===== src/rtl/core/nfcrp_pkg.sv =====
// ----------------------------------------------------------------------------
// NFC response frame parser package
// Shared constants, status codes and the result record type.
// ----------------------------------------------------------------------------
package nfcrp_pkg;

  // Frame layout
  localparam int unsigned FrameBytesDefault = 32;
  localparam int unsigned PayloadStart      = 8;
  localparam int unsigned PayloadMax        = 24;
  localparam int unsigned PosMax            = 63;

  // Header byte values
  localparam logic [7:0] ReadyByte   = 8'h01;
  localparam logic [7:0] PreambleLow = 8'h00;
  localparam logic [7:0] PreambleEnd = 8'hFF;
  localparam logic [7:0] DirToHost   = 8'hD5;

  // Configuration register indexes
  localparam logic [7:0] RegExpectedCommand = 8'd0;
  localparam logic [7:0] RegPayloadLimit    = 8'd1;

  // Result queue depth
  localparam int unsigned ResultDepth = 4;

  // Result kind carried in tuser
  localparam logic KindPayload = 1'b0;
  localparam logic KindStatus  = 1'b1;

  // Frame status codes
  typedef enum logic [2:0] {
    ST_OK         = 3'd0,
    ST_NOT_READY  = 3'd1,
    ST_PREAMBLE   = 3'd2,
    ST_LEN_SUM    = 3'd3,
    ST_TOO_SHORT  = 3'd4,
    ST_DIRECTION  = 3'd5,
    ST_RESPONSE   = 3'd6,
    ST_SHORT_READ = 3'd7
  } status_t;

  // One result item
  typedef struct packed {
    logic       kind;
    logic [7:0] data;
    status_t    status;
    logic [4:0] length;
    logic       last;
  } result_t;

  // Push request into the result queue; second slot only used with the first
  typedef struct packed {
    logic push0;
    logic push1;
  } push_t;

endpackage


===== src/rtl/core/nfcrp_result_fifo.sv =====
// ----------------------------------------------------------------------------
// NFC response frame parser result queue
// Small queue that takes up to two results per cycle and delivers one.
// ----------------------------------------------------------------------------
module nfcrp_result_fifo (
  input  logic              clk,
  input  logic              rst,
  input  nfcrp_pkg::push_t   push,
  input  nfcrp_pkg::result_t data0,
  input  nfcrp_pkg::result_t data1,
  output logic              has_room,
  output logic              out_valid,
  input  logic              out_ready,
  output nfcrp_pkg::result_t out_data
);

  localparam int unsigned PtrW = $clog2(nfcrp_pkg::ResultDepth);
  localparam int unsigned CntW = $clog2(nfcrp_pkg::ResultDepth + 1);

  nfcrp_pkg::result_t entries [nfcrp_pkg::ResultDepth];
  logic [PtrW-1:0] wr_ptr;
  logic [PtrW-1:0] rd_ptr;
  logic [CntW-1:0] count;
  logic            pop;
  logic [CntW-1:0] count_next;

  assign pop       = out_valid && out_ready;
  assign out_valid = (count != '0);
  assign out_data  = entries[rd_ptr];
  // Room for the worst case of two results from one transaction.
  assign has_room  = (count <= CntW'(nfcrp_pkg::ResultDepth - 2));

  always_comb begin
    count_next = count + CntW'(push.push0) + CntW'(push.push1) - CntW'(pop);
  end

  // Storage writes
  always_ff @(posedge clk) begin
    if (push.push0) begin
      entries[wr_ptr] <= data0;
    end
    if (push.push1) begin
      entries[wr_ptr + PtrW'(1)] <= data1;
    end
  end

  // Pointers and fill count
  always_ff @(posedge clk) begin
    if (rst) begin
      wr_ptr <= '0;
      rd_ptr <= '0;
      count  <= '0;
    end else begin
      wr_ptr <= wr_ptr + PtrW'(push.push0) + PtrW'(push.push1);
      rd_ptr <= rd_ptr + PtrW'(pop);
      count  <= count_next;
    end
  end

endmodule


===== src/rtl/core/nfc_response_frame_parser.sv =====
// ----------------------------------------------------------------------------
// NFC response frame parser
// Checks the header of one fixed-size controller read and streams out the
// payload bytes followed by a status result.
//
// The parser takes one byte per clock cycle and sustains that rate: each
// byte is checked by a single level of logic against the frame position and
// its results go straight into a four-entry result queue. A byte that is the
// last payload byte and also ends the read yields two results, so the queue
// drains one behind for that frame; input tready drops only when the queue
// holds more than two results, that is when the output side stalls. Results
// are registered in the result queue before they reach the output. The first failing
// header check is reported; payload bytes are sent only while no check has
// failed, and state returns to its reset values after each status result.
// ----------------------------------------------------------------------------
module nfc_response_frame_parser #(
  parameter int unsigned FRAME_BYTES = nfcrp_pkg::FrameBytesDefault
) (
  input  logic        clk,
  input  logic        rst,
  // Input stream
  input  logic        s_axis_tvalid,
  output logic        s_axis_tready,
  input  logic [7:0]  s_axis_tdata,   // [7:0] rx_byte
  input  logic        s_axis_tlast,   // end_of_read
  // Output stream
  output logic        m_axis_tvalid,
  input  logic        m_axis_tready,
  output logic [15:0] m_axis_tdata,   // [7:0] payload_byte, [10:8] status_code,
                                      // [15:11] payload_length
  output logic        m_axis_tuser,   // item_kind
  output logic        m_axis_tlast,   // last_result
  // Configuration write channel
  input  logic        cfg_valid,
  output logic        cfg_ready,
  input  logic [7:0]  cfg_index,
  input  logic [7:0]  cfg_data
);

  // Frame position compares use one extra bit so a 64-byte frame fits.
  localparam logic [6:0] FrameLen = 7'(FRAME_BYTES);

  // Configuration registers
  logic [7:0] expected_command;
  logic [4:0] payload_limit;

  // Frame state
  logic [5:0]         byte_position;
  logic [7:0]         frame_length;
  nfcrp_pkg::status_t error_seen;
  logic [4:0]         payload_count;

  logic [5:0]         byte_position_next;
  logic [7:0]         frame_length_next;
  nfcrp_pkg::status_t error_seen_next;
  logic [4:0]         payload_count_next;

  logic               in_fire;
  logic               fifo_room;
  logic               in_frame;
  logic               short_read;
  logic               emit_payload;
  nfcrp_pkg::status_t check_code;
  nfcrp_pkg::status_t error_after;
  nfcrp_pkg::status_t final_status;
  logic [4:0]         limit_eff;
  logic [7:0]         avail;
  logic [4:0]         target;
  logic [7:0]         rx_byte;

  nfcrp_pkg::push_t   push;
  nfcrp_pkg::result_t pay_res;
  nfcrp_pkg::result_t stat_res;
  nfcrp_pkg::result_t slot0;
  nfcrp_pkg::result_t head;

  assign rx_byte       = s_axis_tdata;
  assign s_axis_tready = fifo_room;
  assign in_fire       = s_axis_tvalid && s_axis_tready;
  assign cfg_ready     = 1'b1;

  // Configuration writes; unknown indexes are dropped.
  always_ff @(posedge clk) begin
    if (rst) begin
      expected_command <= 8'd0;
      payload_limit    <= 5'(nfcrp_pkg::PayloadMax);
    end else if (cfg_valid && cfg_ready) begin
      unique case (cfg_index)
        nfcrp_pkg::RegExpectedCommand: expected_command <= cfg_data;
        nfcrp_pkg::RegPayloadLimit:    payload_limit    <= cfg_data[4:0];
        default: ;
      endcase
    end
  end

  // Payload budget: min(length - 2, limit), limit capped at the maximum.
  always_comb begin
    limit_eff = (payload_limit > 5'(nfcrp_pkg::PayloadMax)) ?
                5'(nfcrp_pkg::PayloadMax) : payload_limit;
    avail     = (frame_length >= 8'd2) ? (frame_length - 8'd2) : 8'd0;
    target    = (avail < {3'b000, limit_eff}) ? avail[4:0] : limit_eff;
  end

  // Header check for the byte at the current position.
  always_comb begin
    in_frame          = ({1'b0, byte_position} < FrameLen);
    short_read        = (({1'b0, byte_position} + 7'd1) < FrameLen);
    check_code        = nfcrp_pkg::ST_OK;
    frame_length_next = frame_length;
    emit_payload      = 1'b0;
    if (in_frame) begin
      case (byte_position)
        6'd0: begin
          if (rx_byte != nfcrp_pkg::ReadyByte) check_code = nfcrp_pkg::ST_NOT_READY;
        end
        6'd1, 6'd2: begin
          if (rx_byte != nfcrp_pkg::PreambleLow) check_code = nfcrp_pkg::ST_PREAMBLE;
        end
        6'd3: begin
          if (rx_byte != nfcrp_pkg::PreambleEnd) check_code = nfcrp_pkg::ST_PREAMBLE;
        end
        6'd4: begin
          frame_length_next = rx_byte;
        end
        6'd5: begin
          if ((frame_length + rx_byte) != 8'd0) begin
            check_code = nfcrp_pkg::ST_LEN_SUM;
          end else if (frame_length < 8'd2) begin
            check_code = nfcrp_pkg::ST_TOO_SHORT;
          end
        end
        6'd6: begin
          if (rx_byte != nfcrp_pkg::DirToHost) check_code = nfcrp_pkg::ST_DIRECTION;
        end
        6'd7: begin
          if (rx_byte != (expected_command + 8'd1)) check_code = nfcrp_pkg::ST_RESPONSE;
        end
        default: begin
          emit_payload = (error_seen == nfcrp_pkg::ST_OK) && (payload_count < target);
        end
      endcase
    end
  end

  // Next frame state; the first failure is kept.
  always_comb begin
    error_after        = (error_seen != nfcrp_pkg::ST_OK) ? error_seen : check_code;
    final_status       = (error_after == nfcrp_pkg::ST_OK && short_read) ?
                         nfcrp_pkg::ST_SHORT_READ : error_after;
    payload_count_next = payload_count + 5'(emit_payload);
    if (s_axis_tlast) begin
      byte_position_next = 6'd0;
      error_seen_next    = nfcrp_pkg::ST_OK;
    end else begin
      byte_position_next = (byte_position < 6'(nfcrp_pkg::PosMax)) ?
                           (byte_position + 6'd1) : byte_position;
      error_seen_next    = error_after;
    end
  end

  always_ff @(posedge clk) begin
    if (rst) begin
      byte_position <= 6'd0;
      frame_length  <= 8'd0;
      error_seen    <= nfcrp_pkg::ST_OK;
      payload_count <= 5'd0;
    end else if (in_fire) begin
      byte_position <= byte_position_next;
      error_seen    <= error_seen_next;
      frame_length  <= s_axis_tlast ? 8'd0 : frame_length_next;
      payload_count <= s_axis_tlast ? 5'd0 : payload_count_next;
    end
  end

  // Result records for this transaction.
  always_comb begin
    pay_res.kind    = nfcrp_pkg::KindPayload;
    pay_res.data    = rx_byte;
    pay_res.status  = nfcrp_pkg::ST_OK;
    pay_res.length  = 5'd0;
    pay_res.last    = 1'b0;

    stat_res.kind   = nfcrp_pkg::KindStatus;
    stat_res.data   = 8'd0;
    stat_res.status = final_status;
    stat_res.length = (final_status == nfcrp_pkg::ST_OK) ? payload_count_next : 5'd0;
    stat_res.last   = 1'b1;

    slot0      = emit_payload ? pay_res : stat_res;
    push.push0 = in_fire && (emit_payload || s_axis_tlast);
    push.push1 = in_fire && emit_payload && s_axis_tlast;
  end

  nfcrp_result_fifo u_result_fifo (
    .clk       (clk),
    .rst       (rst),
    .push      (push),
    .data0     (slot0),
    .data1     (stat_res),
    .has_room  (fifo_room),
    .out_valid (m_axis_tvalid),
    .out_ready (m_axis_tready),
    .out_data  (head)
  );

  assign m_axis_tdata = {head.length, head.status, head.data};
  assign m_axis_tuser = head.kind;
  assign m_axis_tlast = head.last;

  // A status result always closes the frame, and payload results never do.
  a_status_is_last: assert property (@(posedge clk) disable iff (rst)
    m_axis_tvalid |-> (m_axis_tuser == m_axis_tlast))
    else $error("status kind and last flag disagree");

  // The byte that ends a read leaves the parser at the frame start.
  a_clear_after_last: assert property (@(posedge clk) disable iff (rst)
    (in_fire && s_axis_tlast) |=> (byte_position == 6'd0 && payload_count == 5'd0))
    else $error("frame state not cleared after end of read");

  // Payload delivery never exceeds the largest allowed payload.
  a_payload_bound: assert property (@(posedge clk) disable iff (rst)
    payload_count <= 5'(nfcrp_pkg::PayloadMax))
    else $error("payload count beyond maximum");

  // No payload result is produced after a header failure was recorded.
  a_no_payload_after_error: assert property (@(posedge clk) disable iff (rst)
    (error_seen != nfcrp_pkg::ST_OK) |-> !emit_payload)
    else $error("payload emitted after header failure");

endmodule

===== config.mk =====
export PLATFORM = sky130hd
export DESIGN_NAME = nfc_response_frame_parser
export DESIGN_NICKNAME = d
export VERILOG_FILES = /design/src/rtl/core/nfcrp_pkg.sv /design/src/rtl/core/nfcrp_result_fifo.sv /design/src/rtl/core/nfc_response_frame_parser.sv
export SDC_FILE = /design/constraint.sdc
export NUM_CORES = 1
export LEC_CHECK = 0
export BUFFER_PORTS_ARGS = -buffer_cell sky130_fd_sc_hd__buf_2
export CAP_MARGIN = 10
export CORE_MARGIN = 1.5
export CORE_UTILIZATION = 45
export DETAILED_ROUTE_END_ITERATION = 8
export GPL_TIMING_DRIVEN = 1
export REMOVE_ABC_BUFFERS = 1
export SETUP_SLACK_MARGIN = 0.15
export SLEW_MARGIN = 40
export SYNTH_ARGS = -nofsm -noshare
export SYNTH_HDL_FRONTEND = slang
export SYNTH_HIERARCHICAL = 1
export SYNTH_SLANG_ARGS = --single-unit

===== constraint.sdc =====
create_clock -name clk -period 8.85 [get_ports clk]
set_input_delay 0.4425 -clock clk [delete_from_list [all_inputs] [get_ports clk]]
set_output_delay 0.4425 -clock clk [all_outputs]
set_load 0.1 [all_outputs]

==> Word-level counts from Yosys, hierarchy flattened <==
Memory sizes are Yosys's and may differ from the RTL's. A register that Yosys moved wholly into a read port is not among the register bits.
Index checks and enable logic that the tools add are counted.
{ "totals": {"ff_bits": 42, "latch_bits": 0, "ramBits": 72, "mem_bits_ro": 0, "inputBits": 30, "out_inout_bits": 21, "elab_cells": 100, "mem_count": 1} }
{ "op_classes": {"n_addsub": 13, "mul": 0, "div_mod_pow": 0, "magnitude_cmp": 9, "n_eq_ne": 12, "shift": 0, "mux": 30, "n_bitwise": 0, "n_reduce_logical": 26} }
{ "memory_table": {"columns": ["memory", "depth", "width", "read_ports", "rd_clocked_by_memory_dff", "wr", "line_no", "text"], "rows": [
  ["u_result_fifo.entries", 4, 18, 1, 1, 2, "nfcrp_result_fifo.sv:20", "nfcrp_pkg::result_t entries [nfcrp_pkg::ResultDepth];"]
]} }
{ "op_table": {"columns": ["op", "count"], "rows": [
  ["2-to-1 mux 8 bit", 4],
  ["== test 6 x 3 -> 1 bit, second input constant", 4],
  ["2-to-1 mux 3 bit", 8],
  ["2-to-1 mux 5 bit", 4],
  ["2-to-1 mux 18 bit", 1],
  ["one-hot mux 3 bit (6 select lines)", 1],
  ["!= test 8 bit, second input constant", 2],
  ["nonzero test 8 bit", 2],
  ["== test 6 x 2 -> 1 bit, second input constant", 2],
  ["< comparator 6 bit, second input constant", 2],
  ["2-to-1 mux 6 bit", 2],
  ["zero test 3 bit", 3],
  ["adder 8 x 1 -> 8 bit, second input constant", 1],
  ["adder 8 bit", 1],
  ["== test 8 x 1 -> 1 bit, second input constant", 1],
  ["greater-or-equal comparator 8 x 2 -> 1 bit, second input constant", 1],
  ["zero test 8 bit", 1],
  ["< comparator 8 x 2 -> 1 bit, second input constant", 1],
  ["< comparator 8 x 5 -> 1 bit", 1],
  ["!= test 8 x 1 -> 1 bit, second input constant", 1],
  ["!= test 8 bit", 1],
  ["OR reduction 8 bit", 1],
  ["subtractor 8 x 2 -> 8 bit, second input constant", 1],
  ["adder 6 x 1 -> 7 bit, second input constant", 1],
  ["21 further kinds", 43]
]} }

==> Longest topological paths before layout <==
Gate-level depths: netlist of run 1.
{ "depth": {"ltp_word": 13, "ltp_mapped": 26, "mapped_depth_nobuf": 26} }

==> Hierarchy <==
Netlist of run 1, hierarchy kept.
{ "by_module_without_submodules": {"columns": ["module", "instances", "cells_each", "area_per_inst_um2", "seq_area_each_um2"], "rows": [
  ["nfcrp_result_fifo", 1, 216, 3996.3, 2302.2],
  ["nfc_response_frame_parser", 1, 386, 2997.9, 700.7]
]} }

==> Least setup slack after synthesis of run 1 <==
No wires, ideal clock.
{ "synth_path": {"path_kind": "reg-to-reg", "from": "register frame_length[1]", "to": "memory u_result_fifo/entries[2][0] (netlist name) (enable)", "setup_ps": 418, "arrival_ps": 6028, "t_required_ps": 8432, "path_slack_ps": 2404, "stages_incl_launch_ff": 24, "n_path_buf": 3, "synth_period_minus_slack_ps": 6446, "path_cell_list": "dfxtp_1 > or4_4 > nor2b_1 > buf_4 > nor2_1 > ha_1 > a21o_1 > a211oi_1 > and3_1 > o21ai_1 > nor3_1 > a31oi_1 > ha_1 > a21o_1 > a21oi_1 > or3b_2 > a211oi_1 > or2_1 > inv_1 > nor3_1 > nand3b_1 > buf_6 > buf_6 > o21ai_0"} }
{ "synth_rtl": {"columns": ["element", "line_no", "text"], "rows": [
  ["from (decl)", "nfc_response_frame_parser.sv:49", "logic [7:0] frame_length;"],
  ["from (signal assigned)", "nfc_response_frame_parser.sv:170", "frame_length <= s_axis_tlast ? 8'd0 : frame_length_next;"],
  ["to (decl)", "nfcrp_result_fifo.sv:20", null]
]} }

==> results.sh, run 1 <==
export IMPL_syn_area_sq_um=6994
export IMPL_grt_antenna_before_repair=0
export IMPL_cts_buffers=17
export IMPL_drt_first_pass_iters=5
export IMPL_insertedDiodeCount=0
export IMPL_ys_flop_type="sky130_fd_sc_hd__edfxtp_1"
export IMPL_synth_area_top_cells="sky130_fd_sc_hd__edfxtp_1 31%, sky130_fd_sc_hd__dfxtp_1 12%, sky130_fd_sc_hd__mux2_2 8.5%"
export IMPL_multi_input_area_sq_um=3894
export IMPL_postRouteWirelength_um=16090
export IMPL_area_growth_from_synthesis_to_layout_pct=16.21
export IMPL_postSynthCellCount=602
export IMPL_layout_cells_non_filler=896
export IMPL_dp_slack_ns=1.935
export IMPL_synth_largest_area_cell="sky130_fd_sc_hd__edfxtp_1"
export IMPL_yosysWarningCount=6
export IMPL_count_of_different_cell_masters_after_synthesis=74
export IMPL_grt_busiest_layer="met2"
export IMPL_most_frequent_cells_in_the_layout="72 x sky130_fd_sc_hd__edfxtp_1, 55 x sky130_fd_sc_hd__nor2_1, 53 x sky130_fd_sc_hd__mux2_2, 49 x sky130_fd_sc_hd__buf_2"
export IMPL_ys_ff_latch=114
export IMPL_tritoncts="done"
export IMPL_maximum_clock_frequency_ghz=0.1437
export IMPL_worst_hold_path_stage_count=3
export IMPL_cts_max_path_buffers=2
export IMPL_globalplace_congestion=0.8449
export IMPL_remaining_drc_errors=0
export IMPL_clk_root_buffer_cell="sky130_fd_sc_hd__clkbuf_16"
export IMPL_globalRouteMet3Util_pct=3.464
export IMPL_grt_met2_usage_pct=35.48
export IMPL_postRouteAntennaNets=0
export IMPL_fin_tns_setup_ns=0
export IMPL_crit_fanout=13
export IMPL_cts_repair_resized=0
export IMPL_synth_enable_flop_cells=72
export IMPL_grt_overflow_total=0
export IMPL_routed_via_density=5.684
export IMPL_final_core_occ_pct=53.46
export IMPL_hpwl_um=11150
export IMPL_finalHoldViolations=0
export IMPL_ios=51
export IMPL_die_area_sq_um=16300
export IMPL_floorplan_die_width_um=127.7
export IMPL_power_density_nw_per_um2=234.9
export IMPL_cts_hold_fix_buffers=0
export IMPL_final_nets=755
export IMPL_type_of_the_most_critical_hold_path="input port to register"
export IMPL_max_slew_margin_rel_pct=48.27
export IMPL_path_clk_slew_ns=0.05
export IMPL_timing_reg2reg_worst_path_depth=25
export IMPL_vdd_drop_max_v=0.0001435
export IMPL_groute_usage_overall_pct=20.59
export IMPL_drtIter0Drc=267
export IMPL_number_of_global_route_vias_before_repair=5061
export IMPL_port_buffer_count=49
export IMPL_fin_skew_ns=0.009599
export IMPL_rows=45
export IMPL_setup_worst_path_start_class="register"
export IMPL_cp_arrival_ns=7.23
export IMPL_die_height_um=127.7
export IMPL_synth_async_reset_ratio_pct=0
export IMPL_syn_avg_cell_area_sq_um=11.62
export IMPL_rsz0062_at_grt="false"
export IMPL_final_critical_path_setup_slack_ns=1.889
export IMPL_fillCellCount=1329
export IMPL_transition_time_of_the_tightest_slew_check_pin_ns=0.7760
export IMPL_placeableCoreArea_sq_um=15200
export IMPL_required_ns=9.11
export IMPL_timing_final_max_slew_violations=0
export IMPL_min_period_ns=6.961
export IMPL_dr_wl_cell_um=17.96
export IMPL_yosysSeqAreaShare_pct=42.93
export IMPL_num_vias=5093
export IMPL_drv_cap=0
export IMPL_p_leak_nw=3.205
export IMPL_dp_cells=864
export IMPL_clk_latency_ns=0.42
export IMPL_crit_type="register to register"
export IMPL_htreeDepth=4
export IMPL_post_cts_setup_buffer_count=0
export IMPL_grt_first_pass_wirelength_um=26050
export IMPL_most_common_library_cell_in_the_layout_ignoring_fill_and_taps="sky130_fd_sc_hd__edfxtp_1"
export IMPL_yosys_area_top_type_share_pct=30.91
export IMPL_critical_path_endpoint_type="register"
export IMPL_setup_violations=0
export IMPL_largest_net_degree_at_the_start_of_global_routing=41
export IMPL_fin_crit_sh_pct=78.66
export IMPL_final_hold_worst_slack_ns=0.2703
export IMPL_cts_sinks=114
export IMPL_starting_density_pct=46.01
export IMPL_area_sequential_sq_um=3004
export IMPL_grt_util_met1_pct=25.92
export IMPL_layout_drive_gt1_share_pct=27.40
export IMPL_outcome="complete, no violations"
## path summary, 6_finish.rpt
kind,from,end,slack [ns]
worst max-delay path,frame_length[1],u_result_fifo/count[2],1.89
worst min register to register,payload_limit[0],payload_limit[0],0.52
worst min-delay path,cfg_data[5],expected_command[5],0.27
worst max register to register,frame_length[1],u_result_fifo/count[2],1.89
## metal layers
| layer | vias up | routed length [um] |
|---|---|---|
| met3 | 26 | 522 |
| met5 | - | 0 |
| li1 | 2427 | - |
| met1 | 2516 | 7339 |
| met2 | 124 | 7923 |
| met4 | 0 | 307 |
## cells in the mapped netlist (11+ instances only)
master                     count
sky130_fd_sc_hd__a21oi_1      25
sky130_fd_sc_hd__and2_1       14
sky130_fd_sc_hd__and3_1       11
sky130_fd_sc_hd__dfxtp_1      42
sky130_fd_sc_hd__edfxtp_1     72
sky130_fd_sc_hd__ha_1         26
sky130_fd_sc_hd__inv_1        22
sky130_fd_sc_hd__mux2_2       53
sky130_fd_sc_hd__mux2_4       19
sky130_fd_sc_hd__mux2i_1      14
sky130_fd_sc_hd__mux4_2       18
sky130_fd_sc_hd__nand2_1      15
sky130_fd_sc_hd__nand3_1      15
sky130_fd_sc_hd__nor2_1       56
sky130_fd_sc_hd__nor3_1       25
sky130_fd_sc_hd__o21ai_0      14
sky130_fd_sc_hd__xnor2_1      13
## power breakdown
group	internal, mW	switching, mW	leakage [nW]
sequential	0.600	0.0219	0.923
combinational	0.162	0.421	1.99
clock	0.465	0.239	0.291
## kinds of logic after synthesis
family | after synthesis | share of synthesized area [%]
compound gates | 101 | 10.39
flops | 114 | 42.93
fa+ha+maj | 30 | 5.796
mux | 104 | 20.41
xor+xnor | 21 | 2.630
buf+inv | 45 | 3.524
other cells | 2 | 0.1074
simple gates | 185 | 14.20
## through the flow
stage | area [sq um] | power (mW)
2_1_floorplan | 6977 | 1.114
3_3_place_gp | 7525 | 1.210
3_5_place_dp | 7526 | 1.218
4_1_cts | 8125 | 1.922
5_1_grt | 8128 | 1.987
6_report | 8128 | 1.909
## final cells by class
cell class / instances / share of cell area [%]
well taps: 188 / 2.894
flip-flops and latches: 114 / 36.96
repair buffers: 58 / 3.849
clock inverters: 13 / 2.047
clock buffers: 19 / 5.326
inverters: 22 / 1.016
multi-input cells: 482 / 47.91
## flip-flops by register name (all words and copies together) (netlist names)
register               cells
byte_position              6
error_seen                 3
expected_command           8
frame_length               8
payload_count              5
payload_limit              5
u_result_fifo/count        3
u_result_fifo/entries     72
u_result_fifo/rd_ptr       2
u_result_fifo/wr_ptr       2
## worst max-delay path, cell delays in order (launching register included)
cell and delay (ns):
sky130_fd_sc_hd__dfxtp_1 0.38, sky130_fd_sc_hd__or4_4 0.60, sky130_fd_sc_hd__nor2b_1 0.45, sky130_fd_sc_hd__nor2_1 0.12, sky130_fd_sc_hd__ha_1 0.34, sky130_fd_sc_hd__a21o_1 0.18
sky130_fd_sc_hd__a211oi_1 0.27, sky130_fd_sc_hd__and3_1 0.23, sky130_fd_sc_hd__o21ai_1 0.20, sky130_fd_sc_hd__nor3_1 0.18, sky130_fd_sc_hd__a31oi_1 0.07, sky130_fd_sc_hd__ha_1 0.31
sky130_fd_sc_hd__a21o_1 0.16, sky130_fd_sc_hd__a21oi_1 0.16, sky130_fd_sc_hd__or3b_2 0.46, sky130_fd_sc_hd__a211oi_1 0.22, sky130_fd_sc_hd__or2_1 0.39, sky130_fd_sc_hd__inv_1 0.28
sky130_fd_sc_hd__a21oi_1 0.41, sky130_fd_sc_hd__inv_1 0.09, sky130_fd_sc_hd__ha_1 0.29, sky130_fd_sc_hd__inv_1 0.04, sky130_fd_sc_hd__fa_1 0.37, sky130_fd_sc_hd__fa_1 0.38
sky130_fd_sc_hd__xor2_1 0.16, sky130_fd_sc_hd__nor2_1 0.05
Note: power is estimated with default switching activity, not from simulation.
==> run 2: changes to the inputs <==
--- a/config.mk
+++ b/config.mk
@@ -5,6 +5,7 @@
 export SDC_FILE = /design/constraint.sdc
 export NUM_CORES = 1
 export LEC_CHECK = 0
+export ABC_AREA = 1
 export BUFFER_PORTS_ARGS = -buffer_cell sky130_fd_sc_hd__buf_2
 export CAP_MARGIN = 10
 export CORE_MARGIN = 1.5
==> constraint.sdc (replaced) <==
create_clock -name clk -period 6.15 [get_ports clk]
set_input_delay 0.3075 -clock clk [delete_from_list [all_inputs] [get_ports clk]]
set_output_delay 0.3075 -clock clk [all_outputs]
set_load 0.1 [all_outputs]
==> run 2 against run 1 <==
  * Sequential share of layout area down 3.0 points
  * Non-clock buffer count shrank 2
  * Setup slack lost 0.94 ns
  * Clock skew is 0.0014 ns higher
  * Power up 68%
  * Sequential power is 43% higher
  * Die area increased by 11%
  * Synthesized cell count increased by 81%
  * Combinational power rose by 120%
  * Synthesized area up 11%
  * Via count grew 33%
==> results.sh, run 2 <==
export IMPL_yosysWarningCount=6
export IMPL_worst_path_max_delay_cell="sky130_fd_sc_hd__nand2_1"
export IMPL_maximum_clock_frequency_ghz=0.1924
export IMPL_setup_worst_path_start_class="register"
export IMPL_crit_buf_inv=1
export IMPL_synth_compound_area_share_pct=6.787
export IMPL_fillCellCount=1670
export IMPL_required_ns=6.20
export IMPL_groute_usage_overall_pct=23.10
export IMPL_postRouteAntennaNets=0
export IMPL_ios=51
export IMPL_insertedDiodeCount=0
export IMPL_syn_area_sq_um=7761
export IMPL_p_leak_nw=4.406
export IMPL_floorplan_die_width_um=134.3
export IMPL_final_hold_worst_slack_ns=0.1124
export IMPL_min_period_ns=5.198
export IMPL_timing_reg2reg_worst_path_depth=18
export IMPL_cp_arrival_ns=5.25
export IMPL_post_synth_xor_area_fraction_pct=1.580
export IMPL_die_area_sq_um=18040
export IMPL_port_buffer_count=49
export IMPL_largest_net_degree_at_the_start_of_global_routing=39
export IMPL_remaining_drc_errors=0
export IMPL_critical_path_endpoint_type="register"
export IMPL_layout_drive_gt1_share_pct=10.45
export IMPL_synth_area_mux_share_pct=0
export IMPL_grt_antenna_before_repair=0
export IMPL_power_density_nw_per_um2=363.6
export IMPL_synth_async_reset_ratio_pct=0
export IMPL_final_nets=1224
export IMPL_number_of_flip_flops_in_the_largest_register=72
export IMPL_postRouteWirelength_um=20050
export IMPL_cts_hold_fix_buffers=0
export IMPL_comb_power_share_pct=39.8
export IMPL_ys_ff_latch=114
export IMPL_placeableCoreArea_sq_um=16700
export IMPL_grt_met2_usage_pct=38.92
export IMPL_netSwitchingFraction_pct=45.03
export IMPL_grt_overflow_total=0
export IMPL_tritoncts="done"
export IMPL_path_common_cell="sky130_fd_sc_hd__ha_1"
export IMPL_drtIter0Drc=526
export IMPL_grt_util_met1_pct=29.10
export IMPL_clkPwrFrac_pct=32.5
export IMPL_clk_root_buffer_cell="sky130_fd_sc_hd__clkbuf_16"
export IMPL_rows=47
export IMPL_globalplace_congestion=0.9377
export IMPL_fin_crit_sh_pct=84.52
export IMPL_sequentialPowerShare_pct=27.7
export IMPL_grt_first_pass_wirelength_um=31840
export IMPL_crit_type="register to register"
export IMPL_transition_time_of_the_tightest_slew_check_pin_ns=0.7907
export IMPL_yosysSeqAreaShare_pct=38.69
export IMPL_largestRegisters="u_result_fifo/entries: 72 flops, expected_command: 8 flops, frame_length: 8 flops"
export IMPL_clk_latency_ns=0.43
export IMPL_number_of_global_route_vias_before_repair=6218
export IMPL_fin_tns_setup_ns=0
export IMPL_cpPeakStageDelay_ns=0.75
export IMPL_dr_wl_cell_um=14.35
export IMPL_ys_flop_type="sky130_fd_sc_hd__edfxtp_1"
export IMPL_post_synth_and_or_nand_nor_area_fraction_pct=34.58
export IMPL_crit_fanout=19
export IMPL_rsz0062_at_grt="false"
export IMPL_cts_sinks=114
export IMPL_most_common_library_cell_in_the_layout_ignoring_fill_and_taps="sky130_fd_sc_hd__nand2_1"
export IMPL_switching_power_mw=1.447
export IMPL_max_slew_margin_rel_pct=47.16
export IMPL_type_of_the_most_critical_hold_path="input port to register"
export IMPL_worst_hold_path_stage_count=3
export IMPL_post_cts_setup_buffer_count=0
export IMPL_yosysMostFrequentCell="sky130_fd_sc_hd__nand2_1"
export IMPL_internal_power_mw=1.766
export IMPL_postSynthCellCount=1091
export IMPL_synth_enable_flop_cells=72
export IMPL_area_growth_from_synthesis_to_layout_pct=13.85
export IMPL_globalRouteMet3Util_pct=3.855
export IMPL_cts_buffers=17
export IMPL_synthAdderAreaFrac_pct=5.223
export IMPL_main_combinational_cell_family_by_area_after_synthesis="simple AND/OR/NAND/NOR gates"
export IMPL_hpwl_um=14770
export IMPL_dp_cells=1365
export IMPL_timing_final_max_slew_violations=0
export IMPL_fin_skew_ns=0.01095
export IMPL_grt_busiest_layer="met2"
export IMPL_die_height_um=134.3
export IMPL_area_sequential_sq_um=3004
export IMPL_vdd_drop_max_v=0.0002116
export IMPL_path_clk_slew_ns=0.06
export IMPL_cts_max_path_buffers=2
export IMPL_regMostFlops="u_result_fifo/entries"
export IMPL_setup_violations=0
export IMPL_crit_path_cell_chain="inv_1 -> ha_1 -> or2_2 -> a21oi_1 -> ha_1 -> a21oi_1 -> nand2_1 -> nand2_2 -> nand2_4 -> o21ai_0 -> ha_1 -> a21boi_0 -> o21a_1 -> nor3_1 -> nand2_2 -> nor2_4 -> nand3_2 -> nand2_1"
export IMPL_yosys_area_top_type_share_pct=27.86
export IMPL_synth_largest_area_cell="sky130_fd_sc_hd__edfxtp_1"
export IMPL_synth_commonest_cells="362 x sky130_fd_sc_hd__nand2_1, 193 x sky130_fd_sc_hd__inv_1, 91 x sky130_fd_sc_hd__nand3_1"
export IMPL_syn_avg_cell_area_sq_um=7.114
export IMPL_routed_via_density=4.842
export IMPL_crit_family="simple AND/OR/NAND/NOR gates"
export IMPL_finalHoldViolations=0
export IMPL_count_of_different_cell_masters_after_synthesis=43
export IMPL_multi_input_area_sq_um=3909
export IMPL_most_frequent_cells_in_the_layout="361 x sky130_fd_sc_hd__nand2_1, 193 x sky130_fd_sc_hd__inv_1, 91 x sky130_fd_sc_hd__nand3_1, 72 x sky130_fd_sc_hd__edfxtp_1, 58 x sky130_fd_sc_hd__nor2_1"
export IMPL_worst_path_stages=18
export IMPL_synth_area_top_cells="sky130_fd_sc_hd__edfxtp_1 28%, sky130_fd_sc_hd__nand2_1 18%, sky130_fd_sc_hd__dfxtp_1 11%"
export IMPL_starting_density_pct=46.47
export IMPL_htreeDepth=4
export IMPL_drv_cap=0
export IMPL_layout_cells_non_filler=1397
export IMPL_outcome="complete, no violations"
export IMPL_cts_repair_resized=0
export IMPL_drt_first_pass_iters=5
export IMPL_num_vias=6764
## run 2: cell count changes after synthesis, sizes merged, moves of 17 or more
cell,change
inv,+172
mux2,-72
mux4,-18
nand2,+355
nand3,+82
nand4,+40
nor2,+18
o21ai,+17
## run 2: layout make-up
type                       instances  share of cell area, %
clock buffer                      17                  4.815
tap                              220                  3.115
clock inverter                    15                  2.138
multi-input combinational        779                  44.24
sequential                       114                  34.00
timing repair buffer              56                  3.370
inverter                         196                  8.326
## run 2: worst paths after layout
check	start	endpoint	slack [ns]
worst min register to register	frame_length[0]	frame_length[0]	0.49
worst max-delay path	frame_length[1]	u_result_fifo/entries[3][6]	0.95
worst min-delay path	cfg_data[5]	expected_command[5]	0.11
worst max register to register	frame_length[1]	u_result_fifo/entries[3][6]	0.95
## run 2: stage by stage
step	area, sq um	setup WS [ns]	total power [mW]	utilization (%)
after floorplan	7631	0.3914	1.902	-
after global placement	8209	1.050	2.186	49.15
final	8836	0.9523	3.213	52.91
after detailed placement	8219	0.8848	2.190	49.21
after global routing	8836	0.4949	3.355	52.91
after CTS	8833	0.8677	3.236	52.89
## run 2: kinds of logic after synthesis
group / after synthesis
AOI/OAI and AO/OA: 90
xor gates and xnor gates: 14
adders and majority gates: 30
buffers and inverters: 237
DFF: 114
other: 2
and+or+nand+nor: 604
## run 2: power groups by stage
stage	registers [mW]	clock network [mW]	logic, mW
final	0.889	1.04	1.28
after global routing	0.893	1.09	1.37
after CTS	0.889	1.06	1.29
after detailed placement	0.905	0	1.29
after global placement	0.905	0	1.28
after floorplan	0.935	0	0.966
## run 2: per-layer routing
layer,up-vias,routed length (um),share of wire (%)
li1,3580,-,-
met3,40,782,3.9
met4,0,591,2.9
met2,156,9660,48
met5,-,0,0
met1,2988,9016,45
## run 2: worst min-delay path: cells and delay by family
family,cells,cell delay [ns]
buf+inv,2,0.13
compound gates,1,0.05
==> run 3: changes to the inputs <==
--- a/config.mk
+++ b/config.mk
@@ -5,7 +5,7 @@
 export SDC_FILE = /design/constraint.sdc
 export NUM_CORES = 1
 export LEC_CHECK = 0
-export ABC_AREA = 1
+export ABC_AREA = 0
 export BUFFER_PORTS_ARGS = -buffer_cell sky130_fd_sc_hd__buf_2
 export CAP_MARGIN = 10
 export CORE_MARGIN = 1.5
==> constraint.sdc (replaced) <==
create_clock -name clk -period 4.3 [get_ports clk]
set_input_delay 0.215 -clock clk [delete_from_list [all_inputs] [get_ports clk]]
set_output_delay 0.215 -clock clk [all_outputs]
set_load 0.1 [all_outputs]
==> run 3 against run 2 <==
  * The flow now finishes with violations (setup timing)
  * Fmax fell by 2.6%
  * Setup slack lost 2.0 ns
  * First-iteration DRC count is 28% lower
  * Worst hold slack got worse by 0.082 ns
  * Power increased by 20%
  * Critical path type unchanged
  * Register-to-register slack got worse by 2.0 ns
  * Routed wire length fell by 5.8%
  * Critical endpoint is now u_result_fifo/entries[2][10]
  * Sequential share of layout area down 2.4 points
  * Combinational power up 4%
==> results.sh, run 3 (same netlist as run 1, synthesis figures left out) <==
export IMPL_p_leak_nw=3.837
export IMPL_sequentialPowerShare_pct=33.2
export IMPL_clk_root_buffer_cell="sky130_fd_sc_hd__clkbuf_16"
export IMPL_cp_arrival_ns=5.50
export IMPL_postRouteAntennaNets=0
export IMPL_cpPeakStageDelay_ns=0.55
export IMPL_largestRegisters="u_result_fifo/entries: 72 flops, expected_command: 8 flops, frame_length: 8 flops"
export IMPL_drtIter0Drc=380
export IMPL_critical_path_reg2reg_startpoint="frame_length[3]"
export IMPL_required_ns=4.47
export IMPL_grt_busiest_layer="met2"
export IMPL_worst_path_max_delay_cell="sky130_fd_sc_hd__or4_4"
export IMPL_tritoncts="done"
export IMPL_max_slew_margin_rel_pct=46.39
export IMPL_most_common_library_cell_in_the_layout_ignoring_fill_and_taps="sky130_fd_sc_hd__edfxtp_1"
export IMPL_htreeDepth=4
export IMPL_finalHoldViolations=0
export IMPL_drv_cap=0
export IMPL_worstReg2RegEnd="u_result_fifo/entries[2][10]"
export IMPL_grt_antenna_before_repair=0
export IMPL_final_nets=840
export IMPL_hpwl_um=11450
export IMPL_routed_via_density=5.639
export IMPL_fin_crit_sh_pct=124.0
export IMPL_type_of_the_most_critical_hold_path="input port to register"
export IMPL_grt_met2_usage_pct=43.34
export IMPL_clkPwrFrac_pct=32.3
export IMPL_floorplan_die_width_um=127.7
export IMPL_netSwitchingFraction_pct=37.41
export IMPL_globalRouteMet3Util_pct=4.048
export IMPL_failing_checks="setup timing"
export IMPL_timing_reg2reg_worst_path_depth=26
export IMPL_largest_net_degree_at_the_start_of_global_routing=41
export IMPL_cts_buffers=17
export IMPL_area_growth_from_synthesis_to_layout_pct=36.08
export IMPL_worst_hold_path_stage_count=3
export IMPL_number_of_global_route_vias_before_repair=5554
export IMPL_die_height_um=127.7
export IMPL_rrSetupSlack_ns=-1.03
export IMPL_grt_overflow_total=0
export IMPL_final_critical_path_setup_slack_ns=-1.034
export IMPL_starting_density_pct=46.01
export IMPL_remaining_drc_errors=0
export IMPL_cts_sinks=114
export IMPL_crit_fanout=9
export IMPL_cts_hold_fix_buffers=0
export IMPL_fin_skew_ns=0.008244
export IMPL_clk_latency_ns=0.42
export IMPL_internal_power_mw=2.419
export IMPL_regMostFlops="u_result_fifo/entries"
export IMPL_design_power_total_mw=3.864
export IMPL_holdCritStartpoint="cfg_data[5]"
export IMPL_final_core_occ_pct=62.61
export IMPL_setup_worst_path_start_class="register"
export IMPL_groute_usage_overall_pct=24.03
export IMPL_min_period_ns=5.334
export IMPL_port_buffer_count=49
export IMPL_comb_power_share_pct=34.5
export IMPL_dr_wl_cell_um=19.34
export IMPL_insertedDiodeCount=0
export IMPL_maximum_clock_frequency_ghz=0.1875
export IMPL_setup_violations=154
export IMPL_path_clk_slew_ns=0.05
export IMPL_num_vias=5509
export IMPL_globalplace_congestion=0.9271
export IMPL_grt_util_met1_pct=28.78
export IMPL_drt_first_pass_iters=5
export IMPL_ios=51
export IMPL_postRouteWirelength_um=18900
export IMPL_rsz0062_at_grt="true"
export IMPL_cts_max_path_buffers=2
export IMPL_outcome="finished with violations"
export IMPL_rows=45
export IMPL_path_common_cell="sky130_fd_sc_hd__buf_6"
export IMPL_grt_first_pass_wirelength_um=29740
export IMPL_placeableCoreArea_sq_um=15200
export IMPL_timing_final_max_slew_violations=0
export IMPL_transition_time_of_the_tightest_slew_check_pin_ns=0.8041
export IMPL_whs_endpoint="expected_command[5]"
export IMPL_die_area_sq_um=16300
export IMPL_layout_drive_gt1_share_pct=40.30
export IMPL_crit_type="register to register"
export IMPL_vdd_drop_max_v=0.0002968
export IMPL_switching_power_mw=1.446
export IMPL_power_density_nw_per_um2=406.0
export IMPL_critical_path_endpoint_type="register"
export IMPL_number_of_flip_flops_in_the_largest_register=72
export IMPL_most_frequent_cells_in_the_layout="72 x sky130_fd_sc_hd__edfxtp_1, 52 x sky130_fd_sc_hd__nor2_1, 49 x sky130_fd_sc_hd__buf_2, 42 x sky130_fd_sc_hd__buf_4"
## run 3: changes by cell type in the layout (fill, tap and decap cells not counted), sizes merged, moves of 16 or more
cell   change
nand3     -82
mux2      +72
inv      -174
nor3      +16
nand2    -355
buf       +85
o21ai     -17
nor2      -18
nand4     -40
mux4      +18
## run 3: power by group through the flow
stage | Combinational (mW) | Sequential, mW | Clock, mW
after floorplan | 0.974 | 1.32 | 0
after global routing | 1.41 | 1.29 | 1.31
after CTS | 1.29 | 1.28 | 1.25
final | 1.33 | 1.28 | 1.25
after global placement | 1.21 | 1.30 | 0
after detailed placement | 1.22 | 1.30 | 0
## run 3: layout make-up
cell class	count	area, sq um
fill	1180	5684
multi-input combinational	482	4215
sequential	114	3005
timing repair buffer	143	1474
tap	188	235.2
clock buffer	21	440.4
inverter	22	82.58
clock inverter	7	65.06
## run 3: worst max-delay path by stage
stage                                               to  slack, ns            start  cells after the start
final                     u_result_fifo/entries[2][10]      -1.03  frame_length[3]                     26
after floorplan            u_result_fifo/entries[2][0]      -3.06  frame_length[1]                     20
after CTS                       u_result_fifo/count[1]      -0.97  frame_length[3]                     24
after global placement          u_result_fifo/count[2]      -1.20  frame_length[1]                     25
after global routing      u_result_fifo/entries[2][15]      -1.24  frame_length[3]                     26
after detailed placement        u_result_fifo/count[2]      -1.43  frame_length[1]                     25
## run 3: worst max-delay path, delay by kind of cell, from the launching register on
family	cells	cell delay [ns]
buffers and inverters	7	0.86
AO/OA/AOI/OAI	7	1.06
adder cells (fa/ha/maj)	2	0.60
multiplexers	1	0.30
AND/OR/NAND/NOR	9	1.93
flip-flops	1	0.31
## run 3: stage by stage
| step | worst slack (ns) | instances | hold WS (ns) | area, sq um | TNS (ns) |
|---|---|---|---|---|---|
| 2_1_floorplan | -3.061 | 618 | 0.2866 | 6977 | -349.54 |
| 3_3_place_gp | -1.204 | 905 | 0.4473 | 7945 | -149.75 |
| 3_5_place_dp | -1.430 | 905 | 0.4632 | 7946 | -187.40 |
| 4_1_cts | -0.9714 | 971 | 0.02768 | 9276 | -131.12 |
| 5_1_grt | -1.242 | 977 | 0.03450 | 9518 | -170.34 |
| 6_report | -1.034 | 977 | 0.03048 | 9518 | -137.87 |
## run 3: timing repair
item / 4_1_cts / 5_1_grt
buffers inserted: 26 / 4
gates cloned: 12 / 2
resized for setup: 71 / 40
hold endpoints to repair: 0 / 0
pin swaps: 17 / 9
setup endpoints to repair: 154 / 154
## run 3: layer usage
metal  wire, um  share of wire, %
met5          0                 0
met4        533               2.8
met3        744               3.9
met2       9692                51
met1       7928                42
